--- src/sv/assert_macros.svh ---
// ---------------------------------------------------------------------------
// assert_macros.svh
// Assertion macros shared by the RTL. Each use expects clk and rst in scope.
// ---------------------------------------------------------------------------
`ifndef ASSERT_MACROS_SVH
`define ASSERT_MACROS_SVH

// Same-cycle implication, checked outside reset.
`define ASSERT_IMPLIES(label, ante, cons) \
  label: assert property (@(posedge clk) disable iff (rst) (ante) |-> (cons)) \
    else $error("implication failed");

// Next-cycle implication, checked outside reset.
`define ASSERT_NEXT(label, ante, cons) \
  label: assert property (@(posedge clk) disable iff (rst) (ante) |=> (cons)) \
    else $error("next-cycle implication failed");

// A signal is low in the cycle after reset is asserted.
`define ASSERT_LOW_AFTER_RESET(label, sig) \
  label: assert property (@(posedge clk) rst |=> !(sig)) \
    else $error("signal not cleared by reset");

`endif

--- src/sv/upd_pkg.sv ---
`timescale 1ns / 1ps
// ---------------------------------------------------------------------------
// upd_pkg
// Types, character constants and the hex digit helper for the URL
// percent decoder.
// ---------------------------------------------------------------------------
package upd_pkg;

  localparam logic [7:0] CharPercent = 8'h25;
  localparam logic [7:0] CharPlus    = 8'h2B;
  localparam logic [7:0] CharSpace   = 8'h20;

  // Escape tracking, one-hot.
  typedef enum logic [2:0] {
    PH_IDLE        = 3'b001,
    PH_WAIT_FIRST  = 3'b010,
    PH_WAIT_SECOND = 3'b100
  } phase_t;

  // One input beat as held in the input register.
  typedef struct packed {
    logic [7:0] in_byte;
    logic       in_last;
  } in_beat_t;

  // One result beat.
  typedef struct packed {
    logic       out_valid;
    logic [7:0] out_byte;
    logic       out_last;
  } result_t;

  typedef struct packed {
    logic       is_hex;
    logic [3:0] value;
  } hex_t;

  // Decodes one ASCII hex digit; non-digits give is_hex = 0 and value = 0.
  function automatic hex_t hex_decode(input logic [7:0] c);
    hex_t h;
    logic [7:0] d;
    h = '0;
    d = '0;
    if (c >= 8'h30 && c <= 8'h39) begin
      d = c - 8'h30;
      h.is_hex = 1'b1;
    end else if (c >= 8'h61 && c <= 8'h66) begin
      d = c - 8'h57;
      h.is_hex = 1'b1;
    end else if (c >= 8'h41 && c <= 8'h46) begin
      d = c - 8'h37;
      h.is_hex = 1'b1;
    end
    h.value = d[3:0];
    return h;
  endfunction

endpackage

--- src/sv/upd_in_if.sv ---
`timescale 1ns / 1ps
// ---------------------------------------------------------------------------
// upd_in_if
// Input channel: one encoded character per beat.
// ---------------------------------------------------------------------------
interface upd_in_if;
  logic       valid;
  logic       ready;
  logic [7:0] in_byte;
  logic       in_last;

  modport source (output valid, output in_byte, output in_last, input ready);
  modport sink   (input valid, input in_byte, input in_last, output ready);
endinterface

--- src/sv/upd_out_if.sv ---
`timescale 1ns / 1ps
// ---------------------------------------------------------------------------
// upd_out_if
// Output channel: one result per beat.
// ---------------------------------------------------------------------------
interface upd_out_if;
  logic       valid;
  logic       ready;
  logic       out_valid;
  logic [7:0] out_byte;
  logic       out_last;

  modport source (output valid, output out_valid, output out_byte, output out_last,
                  input ready);
  modport sink   (input valid, input out_valid, input out_byte, input out_last,
                  output ready);
endinterface

--- src/sv/upd_in_stage.sv ---
`timescale 1ns / 1ps
// ---------------------------------------------------------------------------
// upd_in_stage
// Input register. Takes a beat whenever it is empty or being drained.
// ---------------------------------------------------------------------------
module upd_in_stage (
  input  logic              clk,
  input  logic              rst,
  upd_in_if.sink            in_ch,
  input  logic              take,
  output logic              beat_valid,
  output upd_pkg::in_beat_t beat
);
  import upd_pkg::*;

  logic accept;

  // Ready while the register is free or its content moves on this cycle.
  assign in_ch.ready = !beat_valid || take;
  assign accept      = in_ch.valid && in_ch.ready;

  // Valid flag.
  always_ff @(posedge clk) begin
    if (rst) begin
      beat_valid <= 1'b0;
    end else if (accept) begin
      beat_valid <= 1'b1;
    end else if (take) begin
      beat_valid <= 1'b0;
    end
  end

  // Payload needs no reset.
  always_ff @(posedge clk) begin
    if (accept) begin
      beat.in_byte <= in_ch.in_byte;
      beat.in_last <= in_ch.in_last;
    end
  end

endmodule

--- src/sv/upd_decode.sv ---
`timescale 1ns / 1ps
// ---------------------------------------------------------------------------
// upd_decode
// Percent and plus decoding with the escape state registers. The state
// advances only on cycles where the held beat moves to the result register.
// ---------------------------------------------------------------------------
module upd_decode (
  input  logic              clk,
  input  logic              rst,
  input  logic              advance,
  input  upd_pkg::in_beat_t beat,
  output upd_pkg::result_t  result
);
  import upd_pkg::*;

  phase_t     phase, phase_next;
  logic [3:0] first_nibble, first_nibble_next;
  logic       first_is_hex, first_is_hex_next;
  hex_t       hex;

  assign hex = hex_decode(beat.in_byte);

  // Next state and the result for the current beat.
  always_comb begin
    phase_next        = phase;
    first_nibble_next = first_nibble;
    first_is_hex_next = first_is_hex;
    result.out_valid  = 1'b0;
    result.out_byte   = '0;
    result.out_last   = beat.in_last;

    unique case (phase)
      PH_WAIT_FIRST: begin
        first_is_hex_next = hex.is_hex;
        first_nibble_next = hex.value;
        phase_next        = PH_WAIT_SECOND;
      end
      PH_WAIT_SECOND: begin
        result.out_valid = 1'b1;
        if (first_is_hex) begin
          result.out_byte = hex.is_hex ? {first_nibble, hex.value}
                                       : {4'h0, first_nibble};
        end
        phase_next = PH_IDLE;
      end
      default: begin
        if (beat.in_byte == CharPercent) begin
          phase_next = PH_WAIT_FIRST;
        end else if (beat.in_byte == CharPlus) begin
          result.out_valid = 1'b1;
          result.out_byte  = CharSpace;
          phase_next       = PH_IDLE;
        end else begin
          result.out_valid = 1'b1;
          result.out_byte  = beat.in_byte;
          phase_next       = PH_IDLE;
        end
      end
    endcase

    // The end of a string drops any partial escape.
    if (beat.in_last) begin
      phase_next        = PH_IDLE;
      first_nibble_next = '0;
      first_is_hex_next = 1'b0;
    end
  end

  // Escape state registers.
  always_ff @(posedge clk) begin
    if (rst) begin
      phase        <= PH_IDLE;
      first_nibble <= '0;
      first_is_hex <= 1'b0;
    end else if (advance) begin
      phase        <= phase_next;
      first_nibble <= first_nibble_next;
      first_is_hex <= first_is_hex_next;
    end
  end

endmodule

--- src/sv/upd_out_stage.sv ---
`timescale 1ns / 1ps
// ---------------------------------------------------------------------------
// upd_out_stage
// Result register driving the output channel.
// ---------------------------------------------------------------------------
module upd_out_stage (
  input  logic             clk,
  input  logic             rst,
  input  logic             load_valid,
  input  upd_pkg::result_t load_data,
  output logic             load_ready,
  upd_out_if.source        out_ch
);
  import upd_pkg::*;

  result_t held;
  logic    load;

  // Room when empty or when the held beat leaves this cycle.
  assign load_ready = !out_ch.valid || out_ch.ready;
  assign load       = load_valid && load_ready;

  // Valid flag.
  always_ff @(posedge clk) begin
    if (rst) begin
      out_ch.valid <= 1'b0;
    end else if (load) begin
      out_ch.valid <= 1'b1;
    end else if (out_ch.ready) begin
      out_ch.valid <= 1'b0;
    end
  end

  // Payload needs no reset.
  always_ff @(posedge clk) begin
    if (load) begin
      held <= load_data;
    end
  end

  assign out_ch.out_valid = held.out_valid;
  assign out_ch.out_byte  = held.out_byte;
  assign out_ch.out_last  = held.out_last;

endmodule

--- src/sv/url_percent_decoder_unit.sv ---
// Path: an accepted beat is held in the input register, decoded combinationally, and then
// loaded into the result register when it has room; the result is offered from there.
// Throughput: one beat per cycle while the output channel is ready, set by the single
// decode stage between the input register and the result register.
// Reset: synchronous and active high; clears both valid flags and the escape state.
`timescale 1ns / 1ps
// ---------------------------------------------------------------------------
// url_percent_decoder_unit
// URL percent decoder: '+' becomes a space, a complete '%' escape of two characters
// becomes one byte, all other characters pass through. One result per beat.
// ---------------------------------------------------------------------------
`include "assert_macros.svh"

module url_percent_decoder_unit (
  input  logic      clk,
  input  logic      rst,
  upd_in_if.sink    in_ch,
  upd_out_if.source out_ch
);
  import upd_pkg::*;

  logic     beat_valid;
  in_beat_t beat;
  result_t  result;
  logic     load_ready;
  logic     advance;

  // The held beat is decoded when the result register can take it.
  assign advance = beat_valid && load_ready;

  upd_in_stage u_in_stage (
    .clk        (clk),
    .rst        (rst),
    .in_ch      (in_ch),
    .take       (advance),
    .beat_valid (beat_valid),
    .beat       (beat)
  );

  upd_decode u_decode (
    .clk     (clk),
    .rst     (rst),
    .advance (advance),
    .beat    (beat),
    .result  (result)
  );

  upd_out_stage u_out_stage (
    .clk        (clk),
    .rst        (rst),
    .load_valid (beat_valid),
    .load_data  (result),
    .load_ready (load_ready),
    .out_ch     (out_ch)
  );

  // Checks.
  `ASSERT_IMPLIES(a_no_byte_is_zero, out_ch.valid && !out_ch.out_valid, out_ch.out_byte == 8'h00)
  `ASSERT_IMPLIES(a_ready_when_out_empty, !out_ch.valid, in_ch.ready)
  `ASSERT_LOW_AFTER_RESET(a_out_cleared, out_ch.valid)

endmodule
--- src/flat_wrapper.sv ---
// flat-port wrapper written by rule: the top's interface ports become plain ports
module url_percent_decoder_unit_flat import upd_pkg::*;
  (clk, rst, in_ch_valid, in_ch_in_byte, in_ch_in_last, in_ch_ready, out_ch_valid, out_ch_out_valid, out_ch_out_byte, out_ch_out_last, out_ch_ready);
  upd_in_if in_ch_i ();
  upd_out_if out_ch_i ();
  input  logic clk;
  input  logic rst;
  input wire logic [$bits(in_ch_i.valid)-1:0] in_ch_valid;
  input wire logic [$bits(in_ch_i.in_byte)-1:0] in_ch_in_byte;
  input wire logic [$bits(in_ch_i.in_last)-1:0] in_ch_in_last;
  output wire logic [$bits(in_ch_i.ready)-1:0] in_ch_ready;
  output wire logic [$bits(out_ch_i.valid)-1:0] out_ch_valid;
  output wire logic [$bits(out_ch_i.out_valid)-1:0] out_ch_out_valid;
  output wire logic [$bits(out_ch_i.out_byte)-1:0] out_ch_out_byte;
  output wire logic [$bits(out_ch_i.out_last)-1:0] out_ch_out_last;
  input wire logic [$bits(out_ch_i.ready)-1:0] out_ch_ready;
  assign in_ch_i.valid = in_ch_valid;
  assign in_ch_i.in_byte = in_ch_in_byte;
  assign in_ch_i.in_last = in_ch_in_last;
  assign in_ch_ready = in_ch_i.ready;
  assign out_ch_valid = out_ch_i.valid;
  assign out_ch_out_valid = out_ch_i.out_valid;
  assign out_ch_out_byte = out_ch_i.out_byte;
  assign out_ch_out_last = out_ch_i.out_last;
  assign out_ch_i.ready = out_ch_ready;
  url_percent_decoder_unit u_core (.clk(clk), .rst(rst), .in_ch(in_ch_i), .out_ch(out_ch_i));
endmodule
--- config.mk ---
export PLATFORM = sky130hd
export DESIGN_NAME = url_percent_decoder_unit_flat
export DESIGN_NICKNAME = d
export VERILOG_FILES = /design/src/sv/upd_pkg.sv /design/src/sv/upd_in_if.sv /design/src/sv/upd_out_if.sv /design/src/sv/upd_in_stage.sv /design/src/sv/upd_decode.sv /design/src/sv/upd_out_stage.sv /design/src/sv/url_percent_decoder_unit.sv /design/src/flat_wrapper.sv
export VERILOG_INCLUDE_DIRS = /design/src /design/src/sv
export SDC_FILE = /design/constraint.sdc
export NUM_CORES = 1
export LEC_CHECK = 0
export BUFFER_PORTS_ARGS = -buffer_cell sky130_fd_sc_hd__buf_2
export CORE_MARGIN = 8
export CORE_UTILIZATION = 25
export DETAILED_ROUTE_END_ITERATION = 12
export PLACE_DENSITY = 0.44
export SLEW_MARGIN = 0
export SYNTH_ARGS = -nofsm -noshare
export SYNTH_HDL_FRONTEND = slang
export SYNTH_SLANG_ARGS = --single-unit
--- constraint.sdc ---
create_clock -name clk -period 3.13 [get_ports clk]
set_clock_uncertainty 0.1 [all_clocks]
set_input_delay 0.4695 -clock clk [delete_from_list [all_inputs] [get_ports clk]]
set_output_delay 0.4695 -clock clk [all_outputs]
set_load 0.02 [all_outputs]
==> run_results.csv, run 1 <==
group,metric,value,unit
grt,overflow,0,
grt,grt_max_degree,13,
pwr,p_int,0.601,mW
status,status,"finished clean",
timing,fin_crit,2.30,ns
placed_design,port_buffers,24,
synth,synthSimpleGateAreaFrac,18.3,%
route,route.detailed.drc,0,
critical_path,critPathBufInv,1,
synth,synth_top_family_by_area,"simple AND/OR/NAND/NOR gates",
critical_path,worstSetupEndpointType,"flip-flop",
timing,timing.fmax,0.434,GHz
synth,yosys.cell_types.count,34,
route,detail-route-antenna-nets,0,
placed_design,place.gp.congestion,0.789,
grt,grt_pass1_vias,1051,
layout,antennaDiodeCount,0,
synth,synthAdderAreaFrac,3.58,%
clock_tree,cts_tree,"done",
critical_path,cp.arrival,2.23,ns
timing,final.period_utilization,73.5,%
timing,setup_viol,0,
route,firstDrtPassIters,4,
synth,synth-xor-area-share,1.25,%
pwr,p_switching,0.190,mW
min_path,min_path_type,"input port to flip-flop",
clock_tree,cts_hold_buf,0,
timing,tightest_slew,0.440,ns
timing,finalHoldViolations,0,
clock_tree,clock_latency,0.28,ns
synth,muxShareOfSynthArea,2.15,%
floorplan,chipWidth,90.8,µm
pwr,seqPwrFrac,55.3,%
layout,nets,164,
grt,antenna_found_initial,0,
placed_design,place_hpwl,2250,µm
clock_tree,cts_buffers,5,
route,via_per_inst,4.50,
layout,drive_gt1_share,23.0,%
synth,syn_inst,119,
timing,rsz0062_at_grt,"no",
pwr,leakage,0.596,nW
critical_path,slowest_delay,0.48,ns
floorplan,start_util,25.6,%
timing,finalSetupTns,0,ns
critical_path,critPathRequiredTime,3.06,ns
clock_tree,post-cts-setup-buffers,0,
timing,holdWs,0.263,ns
clock_tree,cts_max_level,2,
timing,finalMaxSlewViolations,0,
layout,seq_area,771,µm²
route,via_count,990,
critical_path,path_delay_family,"simple AND/OR/NAND/NOR gates",
synth,ys.flop_type,"edfxtp_1",
synth,synth_compound_area_share,16.6,%
synth,ys_warn_count,0,
synth,synth-edff-count,19,
critical_path,cp_cell_sequence,"inv_1, ha_1, or3b_1, a31o_2, nor2b_1, a22o_1",
pwr,p_per_area,475,nW/µm²
synth,synth.avg_cell_area,11.8,µm²
clock_tree,cts.sinks,29,
critical_path,worstSetupPathType,"flip-flop to flip-flop",
pwr,vdd_drop_max,0.139,mV
critical_path,crit_path_top_delay_cell,"edfxtp_1",
floorplan,ioPinCount,25,
floorplan,fp.coreArea,5470,µm²
grt,grt_use_total,7.47,%
clock_tree,cts-root-buf,"clkbuf_8",
floorplan,num_rows,27,
clock_tree,cts-resized-gates,0,
synth,synthArstFlopShare,0,%
pwr,p_clk_share,36.4,%
timing,slew_headroom,70.6,%
placed_design,dpl_cell_area,1580,µm²
route,wl_per_cell,13.0,µm
flow_run,maxCapViolations,0,
floorplan,die_h,90.8,µm
layout,n_fill_cell,574,
critical_path,worst_setup_path_start_kind,"flip-flop",
route,routed_wl,2860,µm
pwr,finalPower,0.791,mW
synth,synth_seq_cells,29,
route,initialDrtViolationCount,58,
floorplan,die-area,8240,µm²
clock_tree,clk_pin_slew_worst_paths,0.06,ns
synth,synth_nets,136,
clock_tree,clock_path_buffers,2,
grt,grt_pass1_wl,4860,µm
layout,syn2layout_area_growth,19.0,%
critical_path,critPathMaxFanout,10,
pwr,p_comb_share,8.3,%
synth,syn_area,1400,µm²
layout,design_area,1660,µm²
layout,multi_input_area,587,µm²
synth,yosysSeqAreaShare,55.1,%
pwr,swShare,24.0,%
[synth_stat cells (4+ instances only)]
cell type	count	area [µm²]
edfxtp_1	19	571
nor2_1	13	48.8
dfxtp_1	10	200
nand2_1	8	30.0
o21ai_0	7	35.0
a21oi_1	5	25.0
nor2b_1	5	31.3
a22o_1	4	35.0
ha_1	4	50.1
inv_1	4	15.0
o2bb2ai_1	4	35.0
[power groups by stage]
| stage | registers, mW | logic (mW) | clock network [mW] |
|---|---|---|---|
| 4_1_cts | 0.437 | 0.0666 | 0.302 |
| 6_report | 0.438 | 0.0655 | 0.288 |
| 2_1_floorplan | 0.449 | 0.0405 | 0 |
| 3_5_place_dp | 0.445 | 0.0665 | 0 |
| 3_3_place_gp | 0.445 | 0.0656 | 0 |
| 5_1_grt | 0.439 | 0.0737 | 0.316 |
[cell type report]
type,count,area share [%]
Clock buffer,5,4.14
Sequential cell,29,46.3
Timing Repair Buffer,24,7.22
Multi-Input combinational cell,83,35.3
Tap cell,72,5.41
Clock inverter,3,0.752
Inverter,4,0.902
[layer usage]
layer | track usage, % | wire length [µm]
met5 | 0 | 0
met4 | 5.18 | 79
met3 | 3.24 | 201
met2 | 11.6 | 1310
met1 | 8.01 | 1270
[cells by family (layout without fill, tap and decap cells)]
family | count (synthesis) | count (layout)
buffers and inverters | 7 | 36
AOI/OAI and AO/OA | 30 | 30
muxes | 3 | 3
adders and majority gates | 4 | 4
xor gates and xnor gates | 2 | 2
DFF | 29 | 29
and+or+nand+nor | 44 | 44
[state kept, by name, indices dropped and copies added (netlist names)]
register	count
u_core.u_decode.first_is_hex	1
u_core.u_decode.first_nibble	4
u_core.u_decode.phase	3
u_core.u_in_stage.beat	9
u_core.u_in_stage.beat_valid	1
u_core.u_out_stage.out_ch.out_byte	8
u_core.u_out_stage.out_ch.out_last	1
u_core.u_out_stage.out_ch.out_valid	1
u_core.u_out_stage.out_ch.valid	1
[stage by stage]
step                utilization, %  setup slack (ns)  cells
floorplan                        -             0.945    119
global placement              28.9             0.906    212
detailed placement            28.9             0.830    212
CTS                           30.4             0.819    220
global route                  30.4             0.711    220
finish                        30.4             0.828    220
[cells in the final DEF (no fill, tap or decap), types with 3 or more instances in the layout]
master	n
inv_1	4
ha_1	4
nor2b_1	5
nand2_1	8
o2bb2ai_1	4
and2_1	3
nor2_1	13
a21oi_1	5
mux2i_1	3
a22o_1	4
clkbuf_8	5
edfxtp_1	19
dfxtp_1	10
o21ai_0	7
nand2b_1	3
buf_2	24
[worst paths after layout]
path                                                startpoint                                         endpoint  slack [ns]  depth (start not counted)
setup / recovery           u_core.u_in_stage.beat[1]$_DFFE_PP_  u_core.u_out_stage.out_ch.out_byte[7]$_DFFE_PP_        0.83                          6
hold / removal                                in_ch_in_byte[5]              u_core.u_in_stage.beat[6]$_DFFE_PP_        0.26                          1
setup reg to reg           u_core.u_in_stage.beat[1]$_DFFE_PP_  u_core.u_out_stage.out_ch.out_byte[7]$_DFFE_PP_        0.83                          6
hold reg to reg   u_core.u_decode.first_nibble[3]$_SDFFE_PP0P_     u_core.u_decode.first_nibble[3]$_SDFFE_PP0P_        0.38                          1
(Power assumes the default switching activity.)
==> inputs of run 2 (changes only) <==
==> constraint.sdc (replaced) <==
create_clock -name clk -period 2.3 [get_ports clk]
set_clock_uncertainty 0.1 [all_clocks]
set_input_delay 0.345 -clock clk [delete_from_list [all_inputs] [get_ports clk]]
set_output_delay 0.345 -clock clk [all_outputs]
set_load 0.02 [all_outputs]
==> run 2 against run 1 <==
Worst setup slack got worse by 0.69 ns. First-iteration DRC count up 43%. Global-route usage is 0.059 points higher. Register-to-register slack worse by 0.69 ns. Sequential share of layout area down 0.99 points. Core utilization up 0.66 points. Largest cell class unchanged. Fmax increased by 6.4%. Critical endpoint is now u_core.u_out_stage.out_ch.out_byte[5]$_DFFE_PP_. Sequential power increased by 35%. Clock power is 40% higher. Count of clock-buffer cells in the layout is the same. Combinational power rose by 47%.
==> run_results.csv, run 2 (synthesized netlist as in run 1, its figures left out) <==
group,metric,value,unit
critical_path,critPathMaxFanout,10,
critical_path,critPathBufInv,1,
route,via_per_inst,4.45,
route,routed_wl,2820,µm
grt,overflow,0,
pwr,vdd_drop_max,0.174,mV
route,firstDrtPassIters,4,
placed_design,port_buffers,24,
layout,drive_gt1_share,27.0,%
pwr,leakage,0.619,nW
critical_path,worstSetupEndpointType,"flip-flop",
timing,setup_viol,0,
route,via_count,997,
layout,antennaDiodeCount,0,
route,detail-route-antenna-nets,0,
layout,largest_reg_flops,9,
layout,syn2layout_area_growth,21.6,%
floorplan,die-area,8240,µm²
floorplan,ioPinCount,25,
status,status,"finished clean",
clock_tree,cts.sinks,29,
floorplan,die_h,90.8,µm
clock_tree,cts_tree,"done",
layout,final_cell_mix,"buf_2, edfxtp_1, nor2_1",
critical_path,path_delay_family,"simple AND/OR/NAND/NOR gates",
clock_tree,cts_buffers,5,
pwr,p_per_area,643,nW/µm²
critical_path,critPathRequiredTime,2.23,ns
grt,grt_pass1_vias,1054,
timing,slew_headroom,72.8,%
clock_tree,clk_pin_slew_worst_paths,0.07,ns
route,wl_per_cell,12.6,µm
timing,fin_crit,2.16,ns
floorplan,num_rows,27,
placed_design,place_hpwl,2250,µm
timing,final.period_utilization,94.0,%
floorplan,start_util,25.6,%
clock_tree,clock_path_buffers,2,
clock_tree,cts-root-buf,"clkbuf_8",
timing,finalHoldViolations,0,
timing,finalMaxSlewViolations,0,
route,route.detailed.drc,0,
grt,grt_max_degree,12,
min_path,min_path_type,"input port to flip-flop",
min_path,min_delay_path_depth,1,
timing,holdWs,0.134,ns
critical_path,r2r-end,"u_core.u_out_stage.out_ch.out_byte[5]$_DFFE_PP_",
clock_tree,cts_hold_buf,0,
min_path,hp-start,"in_ch_in_byte[7]",
min_path,min_to,"u_core.u_in_stage.beat[8]$_DFFE_PP_",
timing,timing.fmax,0.462,GHz
layout,nets,168,
critical_path,worstSetupPathType,"flip-flop to flip-flop",
critical_path,r2r_cells,6,
timing,rsz0062_at_grt,"no",
placed_design,place.gp.congestion,0.790,
route,initialDrtViolationCount,83,
layout,layout_commonest_cell,"buf_2",
critical_path,r2r-start,"u_core.u_in_stage.beat[1]$_DFFE_PP_",
critical_path,cp_cell_sequence,"inv_1, ha_2, or3b_1, a31o_2, nor2b_1, a22o_1",
critical_path,cp.arrival,2.10,ns
floorplan,chipWidth,90.8,µm
grt,grt_pass1_wl,4960,µm
timing,tightest_slew,0.407,ns
clock_tree,cts_max_level,2,
layout,n_fill_cell,579,
critical_path,worst_setup_path_start_kind,"flip-flop",
clock_tree,clock_latency,0.28,ns
critical_path,slowest_delay,0.44,ns
floorplan,fp.coreArea,5470,µm²
critical_path,regToRegSetupSlack,0.14,ns
grt,antenna_found_initial,0,
grt,grt_use_total,7.53,%
flow_run,maxCapViolations,0,
critical_path,crit_path_top_delay_cell,"edfxtp_1",
layout,top_register,"u_core.u_in_stage.beat",
timing,finalSetupTns,0,ns
run 2: changes by cell type in the layout (fill, tap and decap cells not counted):
cell and change:
clkinv_2 +1, clkinv_1 -2, ha_1 -1, ha_2 +1, inv_4 +1, buf_4 +4
run 2: worst max-delay path by stage:
stage / startpoint / to / cells past startpoint
5_1_grt: u_core.u_in_stage.beat[1]$_DFFE_PP_ / u_core.u_out_stage.out_ch.out_byte[5]$_DFFE_PP_ / 6
2_1_floorplan: u_core.u_in_stage.beat[1]$_DFFE_PP_ / u_core.u_out_stage.out_ch.out_byte[6]$_DFFE_PP_ / 7
3_5_place_dp: u_core.u_in_stage.beat[1]$_DFFE_PP_ / u_core.u_out_stage.out_ch.out_byte[5]$_DFFE_PP_ / 6
4_1_cts: u_core.u_in_stage.beat[1]$_DFFE_PP_ / u_core.u_out_stage.out_ch.out_byte[6]$_DFFE_PP_ / 6
6_report: u_core.u_in_stage.beat[1]$_DFFE_PP_ / u_core.u_out_stage.out_ch.out_byte[5]$_DFFE_PP_ / 6
3_3_place_gp: u_core.u_in_stage.beat[1]$_DFFE_PP_ / u_core.u_out_stage.out_ch.out_byte[6]$_DFFE_PP_ / 6
run 2: cell type report:
cell class | count | area, µm² | share of cell area [%]
clock buffers | 5 | 68.8 | 4.05
clock inverters | 3 | 16.3 | 0.957
inverters | 4 | 15.0 | 0.883
multi-input cells | 83 | 589 | 34.7
flip-flops and latches | 29 | 771 | 45.3
well taps | 72 | 90.1 | 5.30
repair buffers | 28 | 150 | 8.83
run 2: what timing repair did:
item                                   in CTS  in global routing
setup endpoints to repair                   0                  7
endpoints found under the hold margin       0                  0
gates resized for setup                     0                  1
buffers inserted                            0                  1
run 2: power by group:
group	leakage, nW	switching [mW]	total (mW)	internal (mW)
logic	0.311	0.0533	0.0961	0.0427
clock network	0.0482	0.194	0.403	0.209
registers	0.259	0.0165	0.593	0.577
run 2: per-layer routing:
layer	vias to the layer above	GRT usage [%]	part of all wire (%)
met5	-	0	0
met4	0	4.23	2.3
met3	5	3.49	5.8
met2	28	11.6	45
met1	455	8.38	47
li1	509	-	-
run 2: stage by stage:
stage	area (µm²)	utilization, %	setup slack (ns)	cells	total power [mW]
global route	1700	31.1	0.0159	224	1.15
finish	1700	31.1	0.137	224	1.09
floorplan	1400	-	0.115	119	0.666
CTS	1690	30.9	0.0613	223	1.11
global placement	1610	29.3	0.118	215	0.699
detailed placement	1610	29.3	0.0662	215	0.701
==> inputs of run 3 (changes only) <==
--- a/config.mk
+++ b/config.mk
@@ -8,9 +8,9 @@
 export LEC_CHECK = 0
 export BUFFER_PORTS_ARGS = -buffer_cell sky130_fd_sc_hd__buf_2
 export CORE_MARGIN = 8
-export CORE_UTILIZATION = 25
+export CORE_UTILIZATION = 30
 export DETAILED_ROUTE_END_ITERATION = 12
-export PLACE_DENSITY = 0.44
+export PLACE_DENSITY = 0.5
 export SLEW_MARGIN = 0
 export SYNTH_ARGS = -nofsm -noshare
 export SYNTH_HDL_FRONTEND = slang
==> run 3 against run 2 <==
Routed wire length is 0.82% higher. Combinational power is 1% higher. Largest power group unchanged. Final cell count is 8.0% lower. Die area is 14% lower. Sequential cell count stayed put. Non-clock buffer count stayed put. Clock power is 34% higher. Worst setup slack worse by 0.023 ns. Register-to-register slack worse by 0.02 ns. Sequential share of layout area is 0.46 points lower. Final area is 1.0% higher.
==> run_results.csv, run 3 (synthesized netlist as in run 1, its figures left out) <==
group,metric,value,unit
pwr,vdd_drop_max,0.420,mV
critical_path,worst_setup_path_start_kind,"flip-flop",
critical_path,critPathBufInv,1,
layout,antennaDiodeCount,0,
grt,antenna_found_initial,0,
clock_tree,clock_latency,0.28,ns
route,via_count,1013,
critical_path,critPathMaxFanout,10,
timing,finalMaxSlewViolations,0,
placed_design,place.gp.congestion,0.800,
critical_path,regToRegSetupSlack,0.11,ns
route,via_per_inst,4.92,
layout,largest_reg_flops,9,
clock_tree,clk_pin_slew_worst_paths,0.06,ns
min_path,hp-start,"in_ch_in_byte[2]",
layout,final_cell_mix,"buf_2, edfxtp_1, nor2_1",
critical_path,crit_path_top_delay_cell,"edfxtp_1",
critical_path,worstSetupEndpointType,"flip-flop",
floorplan,fp.coreArea,4600,µm²
floorplan,ioPinCount,25,
clock_tree,cts_buffers,5,
layout,syn2layout_area_growth,22.8,%
timing,setup_viol,0,
placed_design,place_hpwl,2230,µm
route,routed_wl,2840,µm
clock_tree,cts_tree,"done",
timing,fin_crit,2.19,ns
critical_path,cp.depth,6,
floorplan,num_rows,25,
pwr,leakage,0.633,nW
grt,grt_max_degree,12,
critical_path,r2r-end,"u_core.u_out_stage.out_ch.out_byte[5]$_DFFE_PP_",
floorplan,die_h,84.3,µm
min_path,min_delay_path_depth,1,
grt,grt_pass1_wl,4660,µm
route,route.detailed.drc,0,
critical_path,slowest_delay,0.44,ns
critical_path,cp_cell_sequence,"inv_1, ha_2, or3b_1, a31o_4, nor2b_1, a22o_1",
route,detail-route-antenna-nets,0,
critical_path,worstSetupPathType,"flip-flop to flip-flop",
layout,design_area,1720,µm²
grt,grt_pass1_vias,1037,
timing,tightest_slew,0.394,ns
layout,drive_gt1_share,26.3,%
flow_run,maxCapViolations,0,
grt,overflow,0,
grt,grt_use_total,8.19,%
floorplan,die-area,7100,µm²
layout,utilization,37.4,%
clock_tree,cts.sinks,29,
critical_path,path_delay_family,"simple AND/OR/NAND/NOR gates",
critical_path,cp.arrival,2.12,ns
pwr,p_per_area,718,nW/µm²
timing,slew_headroom,73.7,%
timing,timing.fmax,0.457,GHz
clock_tree,clock_path_buffers,2,
route,initialDrtViolationCount,68,
timing,rsz0062_at_grt,"no",
status,status,"finished clean",
floorplan,start_util,30.4,%
layout,layout_commonest_cell,"buf_2",
route,firstDrtPassIters,4,
placed_design,dpl_cell_area,1580,µm²
clock_tree,cts-root-buf,"clkbuf_8",
min_path,min_to,"u_core.u_in_stage.beat[3]$_DFFE_PP_",
clock_tree,cts_max_level,2,
critical_path,r2r_cells,6,
clock_tree,cts_hold_buf,0,
timing,finalSetupTns,0,ns
min_path,min_path_type,"input port to flip-flop",
route,wl_per_cell,13.8,µm
layout,nets,168,
timing,finalHoldViolations,0,
critical_path,r2r-start,"u_core.u_in_stage.beat[1]$_DFFE_PP_",
pwr,finalPower,1.23,mW
critical_path,critPathRequiredTime,2.23,ns
timing,final.period_utilization,95.0,%
placed_design,port_buffers,24,
floorplan,chipWidth,84.3,µm
layout,top_register,"u_core.u_in_stage.beat",
## run 3: routing by layer
metal  part of all wire, %  wire length, µm  global-route usage [%]  up-vias
met5                     0                0                       0        -
met4                   2.3               65                    5.49        0
met3                   6.4              182                    3.39        7
met2                    45             1280                    12.5       34
met1                    46             1310                    9.07      467
li1                      -                -                       -      505
## run 3: repair_timing
action | in CTS | in global routing
endpoints found under the setup margin | 0 | 4
buffers inserted | 0 | 1
resized for setup | 0 | 2
## run 3: how the worst max path moves through the flow
stage,startpoint,end
2_1_floorplan,u_core.u_in_stage.beat[1]$_DFFE_PP_,u_core.u_out_stage.out_ch.out_byte[6]$_DFFE_PP_
3_3_place_gp,u_core.u_in_stage.beat[1]$_DFFE_PP_,u_core.u_out_stage.out_ch.out_byte[6]$_DFFE_PP_
3_5_place_dp,u_core.u_in_stage.beat[1]$_DFFE_PP_,u_core.u_out_stage.out_ch.out_byte[6]$_DFFE_PP_
4_1_cts,u_core.u_in_stage.beat[1]$_DFFE_PP_,u_core.u_out_stage.out_ch.out_byte[5]$_DFFE_PP_
5_1_grt,u_core.u_in_stage.beat[1]$_DFFE_PP_,u_core.u_out_stage.out_ch.out_byte[5]$_DFFE_PP_
6_report,u_core.u_in_stage.beat[1]$_DFFE_PP_,u_core.u_out_stage.out_ch.out_byte[5]$_DFFE_PP_
## run 3: area by class of cell
cell class | count | area, µm²
repair buffers | 28 | 150
flip-flops and latches | 29 | 771
well taps | 54 | 67.6
clock inverters | 1 | 30.0
multi-input cells | 83 | 598
fillers | 453 | 2880
clock buffers | 7 | 86.3
inverters | 4 | 15.0
## run 3: worst register-to-register path, cell delays in order (launching register included)
cell and delay, ns:
edfxtp_1 0.44, inv_1 0.14, ha_2 0.23, or3b_1 0.38, a31o_4 0.28, nor2b_1 0.17
a22o_1 0.20
## run 3: power by group
group          internal, mW  total (mW)  leakage (nW)  switching [mW]
logic                0.0432      0.0975         0.315          0.0542
registers             0.577       0.594         0.259          0.0167
clock network         0.353       0.542        0.0585           0.189
total                 0.973        1.23         0.633           0.260
## run 3: per-stage QoR
stage               hold slack (ns)  cells  worst slack (ns)
global route                  0.131    206            0.0145
floorplan                     0.344    119             0.115
global placement              0.384    197             0.142
CTS                           0.129    205            0.0757
detailed placement            0.396    197            0.0725
finish                        0.138    206             0.114
